===== src/rtl/ssa_ram.sv =====
// Generic single-write, single-read RAM with a registered read port.
`default_nettype none

module ssa_ram #(
    parameter int WIDTH = 8,
    parameter int DEPTH = 16,
    localparam int AW   = $clog2(DEPTH)
) (
    input  wire logic             clk,
    input  wire logic             wr_en,
    input  wire logic [AW-1:0]    wr_addr,
    input  wire logic [WIDTH-1:0] wr_data,
    input  wire logic             rd_en,
    input  wire logic [AW-1:0]    rd_addr,
    output logic      [WIDTH-1:0] rd_data
);

    logic [WIDTH-1:0] mem_reg [DEPTH];
    logic [WIDTH-1:0] rd_data_reg;

    always_ff @(posedge clk) begin
        if (wr_en) begin
            mem_reg[wr_addr] <= wr_data;
        end
        if (rd_en) begin
            rd_data_reg <= mem_reg[rd_addr];
        end
    end

    assign rd_data = rd_data_reg;

endmodule

`default_nettype wire


===== config.mk =====
export PLATFORM = sky130hd
export DESIGN_NAME = ssa_ram
export DESIGN_NICKNAME = d
export VERILOG_FILES = /design/src/rtl/ssa_ram.sv
export SDC_FILE = /design/constraint.sdc
export NUM_CORES = 1
export LEC_CHECK = 0
export ABC_AREA = 1
export BUFFER_PORTS_ARGS = -buffer_cell sky130_fd_sc_hd__buf_4
export CAP_MARGIN = 20
export CORE_MARGIN = 2
export CORE_UTILIZATION = 41
export DETAILED_ROUTE_END_ITERATION = 10
export PLACE_DENSITY = 0.56
export SKIP_LAST_GASP = 1
export SLEW_MARGIN = 10
export SYNTH_ARGS = -nofsm -noshare
export SYNTH_HDL_FRONTEND = slang
export SYNTH_SLANG_ARGS = --single-unit

===== constraint.sdc =====
create_clock -name clk -period 1.42 [get_ports clk]
set_clock_uncertainty 0.15 [all_clocks]
set_input_delay 0.142 -clock clk [delete_from_list [all_inputs] [get_ports clk]]
set_output_delay 0.142 -clock clk [all_outputs]
set_load 0.1 [all_outputs]

==> impl_metrics.env, run 1 <==
export IMPL_die_x_um=123
export IMPL_yosysTopAreaCell="edfxtp_1"
export IMPL_drv_slew=0
export IMPL_synth_main_ff_cell="edfxtp_1"
export IMPL_postRouteAntennaNets=0
export IMPL_ys_async_sr_fraction_pct=0
export IMPL_synth_cell_types=11
export IMPL_syn_inst=551
export IMPL_dpl_hpwl_um=8670
export IMPL_p_leak_nw=3.04
export IMPL_endpoint_kind="output port"
export IMPL_port_buffers=26
export IMPL_p_total_mw=9.42
export IMPL_cts_sinks=136
export IMPL_synth_area_mux_share_pct=0
export IMPL_synth_area_um2=5850
export IMPL_cp_data_required_time_ns=1.13
export IMPL_arrival_ns=1.10
export IMPL_largest_reg_flops=128
export IMPL_first_pass_iters=5
export IMPL_worst_pin_slew_ns=0.619
export IMPL_topRoutingLayerUsed="met4"
export IMPL_post_cts_buffers=0
export IMPL_crit_path_start_kind="register"
export IMPL_synthAdderAreaFrac_pct=0
export IMPL_finalCritPeriodShare_pct=97.8
export IMPL_crit_slowest_cell="edfxtp_1"
export IMPL_overflow=0
export IMPL_cp_top_family="flip-flops"
export IMPL_ys_warn_count=0
export IMPL_wl_met1_um=6190
export IMPL_clk_pin_slew_worst_paths_ns=0.06
export IMPL_final_util_pct=50.7
export IMPL_syn_num_nets=570
export IMPL_layout_min_cycle_time_ns=1.39
export IMPL_ys_top_cells_by_area="edfxtp_1, nand2_1, nand3_1, inv_1, buf_6"
export IMPL_synth_top_cell_area_share_pct=69.8
export IMPL_synth_common_cells="nand2_1, edfxtp_1, inv_1"
export IMPL_avgViaCountPerCell=4.82
export IMPL_cts_buffers=17
export IMPL_io_pins=27
export IMPL_grt_max_degree=33
export IMPL_wl_met2_um=6470
export IMPL_cts_tree="done"
export IMPL_areaGrowthSynthToFinish_pct=20.4
export IMPL_power_switching_mw=2.10
export IMPL_grt_pass1_wl_um=21300
export IMPL_ys_ff_latch=136
export IMPL_routabilityCongestion=0.866
export IMPL_nFillCells=1277
export IMPL_status="finished, final reports clean"
export IMPL_start_util_pct=42.1
export IMPL_clockPowerShare_pct=43.5
export IMPL_wl_met3_um=817
export IMPL_post_synth_top_count_cell="nand2_1"
export IMPL_detail_route_wirelength_um=13700
export IMPL_die_area_um2=15200
export IMPL_drv_cap=0
export IMPL_p_sw_share_pct=22.3
export IMPL_critical_path_class="register to output port"
export IMPL_rows=43
export IMPL_p_int_mw=7.31
export IMPL_max_stage_delay_ns=0.37
export IMPL_dr_first_iter_drc_count=359
export IMPL_syn_area_per_cell_um2=10.6
export IMPL_worstSkewPairLatency_ns=0.42
export IMPL_wire_per_inst_um=17.0
export IMPL_hp_class="input pin to register"
export IMPL_yosysSeqAreaShare_pct=69.8
export IMPL_combPwrFrac_pct=8.2
export IMPL_cp_max_fo=1
export IMPL_synth_compound_area_share_pct=0
export IMPL_drc=0
export IMPL_irDropWorstVdd_v=0.000857
export IMPL_max_freq_mhz=720
export IMPL_die_y_um=123
export IMPL_synth_xor_area_share_pct=0
export IMPL_clockRootBuffer="clkbuf_16"
export IMPL_synth_edf_count=136
export IMPL_max_slew_margin_rel_pct=58.6
export IMPL_synth_top_family_by_area="simple AND/OR/NAND/NOR gates"
export IMPL_finalHoldViolations=0
export IMPL_setup_violations=0
export IMPL_clock_path_buffers=2
export IMPL_p_per_area_nw_per_um2=1340
export IMPL_htree_levels=4
export IMPL_coreArea_um2=13900
export IMPL_antenna_found_initial=0
export IMPL_antennaDiodeCount=0
export IMPL_worstPathCellList="buf_4"
export IMPL_drive_gt1_share_pct=13.1
export IMPL_grt_use_total_pct=19.9
export IMPL_vias=3879
export IMPL_fin_nets=630
export IMPL_synth_simple_gate_area_share_pct=20.8
export IMPL_path_buf_inv=1
export IMPL_grt_pass1_vias=3798
export IMPL_pwr_share_seq_pct=48.4
export IMPL_rsz0062_at_grt="no"
==> power by group through the flow <==
| stage | logic, mW | clock network [mW] | registers, mW |
|---|---|---|---|
| 6_report | 0.770 | 4.09 | 4.56 |
| 5_1_grt | 0.844 | 4.33 | 4.56 |
| 4_1_cts | 0.775 | 4.16 | 4.55 |
| 3_5_place_dp | 0.751 | 0 | 4.64 |
| 3_3_place_gp | 0.747 | 0 | 4.63 |
| 2_1_floorplan | 0.317 | 0 | 4.77 |
==> path summary, 6_finish.rpt <==
kind	start	end	slack, ns	cells past startpoint
setup / recovery	rd_data[7]	rd_data[7]	0.03	1
hold / removal	wr_en	mem_reg[0][0]	0.18	4
setup reg to reg	mem_reg[7][6]	rd_data[6]	0.13	6
hold reg to reg	mem_reg[10][6]	rd_data[6]	0.60	6
==> through the flow <==
stage               setup slack, ns  instances  cell area, µm²  hold WS, ns  setup TNS (ns)
floorplan                     0.177        551            5850       0.0909               0
global placement             -0.135        762            6380        0.294          -0.766
detailed placement           -0.146        762            6380        0.299          -0.800
CTS                         0.00157        804            7030        0.172               0
global route                0.00235        804            7040        0.201               0
finish                       0.0313        804            7040        0.181               0
==> logic make-up (layout without fill, tap and decap cells) <==
| group | after synthesis | in the layout |
|---|---|---|
| buffers and inverters | 126 | 199 |
| DFF | 136 | 136 |
| and+or+nand+nor | 289 | 289 |
==> timing repair <==
action / 4_1_cts / 5_1_grt
hold endpoints to repair: 141 / 0
hold buffers: 10 / 0
resized for setup: 0 / 3
endpoints found under the setup margin: 0 / 3
==> cell usage in the layout, fill, tap and decap left out <==
cell type / count
clkinv_2: 4
clkinvlp_4: 1
clkbuf_16: 17
nand3b_1: 2
inv_1: 100
nand2_1: 173
inv_2: 2
clkinv_4: 1
dlygate4sd3_1: 10
nor2_1: 17
buf_4: 47
nand3_1: 97
clkinv_1: 2
edfxtp_1: 136
clkbuf_1: 5
buf_12: 5
bufinv_16: 2
buf_6: 3
==> routing by layer <==
layer	up-vias	track usage, %
met4	0	6.89
met3	15	5.35
met1	1831	26.7
li1	1906	-
met2	127	31.4
met5	-	0
==> area by class of cell <==
cell class              count  area [µm²]  share of cell area, %
clock inverters            10         104                   1.48
clock buffers              22         444                   6.31
inverters                 102         383                   5.44
well taps                 180         225                   3.20
flip-flops and latches    136        4080                   58.0
multi-input cells         289        1210                   17.2
repair buffers             65         587                   8.33
(Power assumes the default switching activity.)
==> inputs of run 2 (changes only) <==
CORE_MARGIN = 4   (was 2)
CTS_CLUSTER_DIAMETER = 200   (was default)
==> impl_metrics.env, run 2 (same netlist as run 1, synthesis figures left out) <==
export IMPL_clock_path_buffers=2
export IMPL_finalHoldViolations=0
export IMPL_areaGrowthSynthToFinish_pct=20.8
export IMPL_antennaDiodeCount=0
export IMPL_start_util_pct=42.0
export IMPL_crit_path_start_kind="register"
export IMPL_critical_path_class="register to output port"
export IMPL_postRouteAntennaNets=0
export IMPL_final_common_cell="nand2_1"
export IMPL_min_to="mem_reg[3][6]"
export IMPL_vias=3845
export IMPL_htree_levels=4
export IMPL_hold_depth=4
export IMPL_dp_slack_ns=-0.120
export IMPL_wire_per_inst_um=16.5
export IMPL_path_buf_inv=1
export IMPL_r2r_end="rd_data[1]"
export IMPL_die_x_um=127
export IMPL_setup_tns_ns=0
export IMPL_dpl_hpwl_um=8550
export IMPL_hp_start="wr_en"
export IMPL_irDropWorstVdd_v=0.000794
export IMPL_finalCritPeriodShare_pct=95.3
export IMPL_drv_slew=0
export IMPL_crit_slowest_cell="edfxtp_1"
export IMPL_antenna_found_initial=0
export IMPL_setup_violations=0
export IMPL_cts_sinks=136
export IMPL_grt_pass1_wl_um=20900
export IMPL_final_cell_mix="nand2_1, edfxtp_1, inv_1"
export IMPL_hp_class="input pin to register"
export IMPL_grt_use_total_pct=17.1
export IMPL_rows=43
export IMPL_endpoint_kind="output port"
export IMPL_arrival_ns=1.06
export IMPL_routabilityCongestion=0.822
export IMPL_cp_top_family="flip-flops"
export IMPL_rsz0062_at_grt="no"
export IMPL_fin_nets=630
export IMPL_grt_pass1_vias=3672
export IMPL_detail_route_wirelength_um=13200
export IMPL_dr_first_iter_drc_count=396
export IMPL_largest_reg_flops=128
export IMPL_clockRootBuffer="clkbuf_16"
export IMPL_p_leak_nw=3.04
export IMPL_grt_max_degree=33
export IMPL_port_buffers=26
export IMPL_worstSkewPairLatency_ns=0.42
export IMPL_coreArea_um2=13900
export IMPL_cts_buffers=17
export IMPL_overflow=0
export IMPL_cp_max_fo=1
export IMPL_cp_data_required_time_ns=1.13
export IMPL_avgViaCountPerCell=4.78
export IMPL_fin_ws_ns=0.0664
export IMPL_max_stage_delay_ns=0.35
export IMPL_die_area_um2=16200
export IMPL_io_pins=27
export IMPL_max_slew_margin_rel_pct=61.0
export IMPL_drc=0
export IMPL_worst_pin_slew_ns=0.584
export IMPL_die_y_um=127
export IMPL_first_pass_iters=5
export IMPL_p_per_area_nw_per_um2=1380
export IMPL_clk_pin_slew_worst_paths_ns=0.06
export IMPL_max_freq_mhz=739
export IMPL_reg2reg_from="mem_reg[3][1]"
export IMPL_drive_gt1_share_pct=13.8
export IMPL_cts_tree="done"
export IMPL_layout_min_cycle_time_ns=1.35
export IMPL_reg2reg_slack_ns=0.11
export IMPL_rr_worst_depth=6
export IMPL_status="finished, final reports clean"
export IMPL_drv_cap=0
export IMPL_worstPathCellList="buf_4"
## run 2: layer usage
| metal | vias up | global-route usage [%] | wire, µm |
|---|---|---|---|
| met4 | 0 | 6.12 | 246 |
| met3 | 23 | 3.93 | 720 |
| met5 | - | 0 | 0 |
| met2 | 123 | 24.2 | 5800 |
| met1 | 1797 | 25.7 | 6490 |
| li1 | 1902 | - | - |
## run 2: metrics by stage
stage	std cells	area [µm²]	power, mW	util, %	hold WS (ns)
after floorplan	551	5850	5.08	-	0.0909
after global placement	762	6360	5.36	45.6	0.302
after detailed placement	762	6360	5.36	45.6	0.305
after CTS	804	7060	9.81	50.7	0.161
after global routing	804	7060	10.1	50.7	0.217
final	804	7060	9.74	50.7	0.167
## run 2: worst register-to-register path: stages (launching register included)
cell,delay [ns]
edfxtp_1,0.37
nand2_1,0.09
nand2_1,0.07
nand2_1,0.07
nand3_1,0.11
nand3_1,0.14
nand2_1,0.07
## run 2: repair_timing
action / in CTS / in global routing
hold buffers: 10 / 0
resized for setup: 1 / 0
endpoints found under the hold margin: 142 / 0
setup endpoints to repair: 1 / 0
setup buffers: 0 / 0
## run 2: worst max path at each step
stage,startpoint,end,slack [ns],depth (start not counted)
after floorplan,wr_addr[2],mem_reg[10][0],0.18,2
after global placement,rd_addr[1],rd_data[4],-0.1,6
after detailed placement,rd_addr[1],rd_data[4],-0.12,6
after CTS,rd_data[0],rd_data[0],0.04,1
after global routing,rd_data[3],rd_data[3],0.02,1
final,rd_data[7],rd_data[7],0.07,1
## run 2: final cells by class
cell class                      instances  area, µm²
Fill cell                            1228       6870
Clock inverter                         15        176
Inverter                              102        383
Timing Repair Buffer                   65        554
Tap cell                              180        225
Sequential cell                       136       4080
Multi-Input combinational cell        289       1210
Clock buffer                           17        425
## run 2: power breakdown
part           leakage [nW]  switching, mW  internal [mW]
Sequential             1.24         0.0250           4.52
Combinational          1.52          0.528          0.224
Clock                 0.283           1.68           2.76
Total                  3.04           2.23           7.51
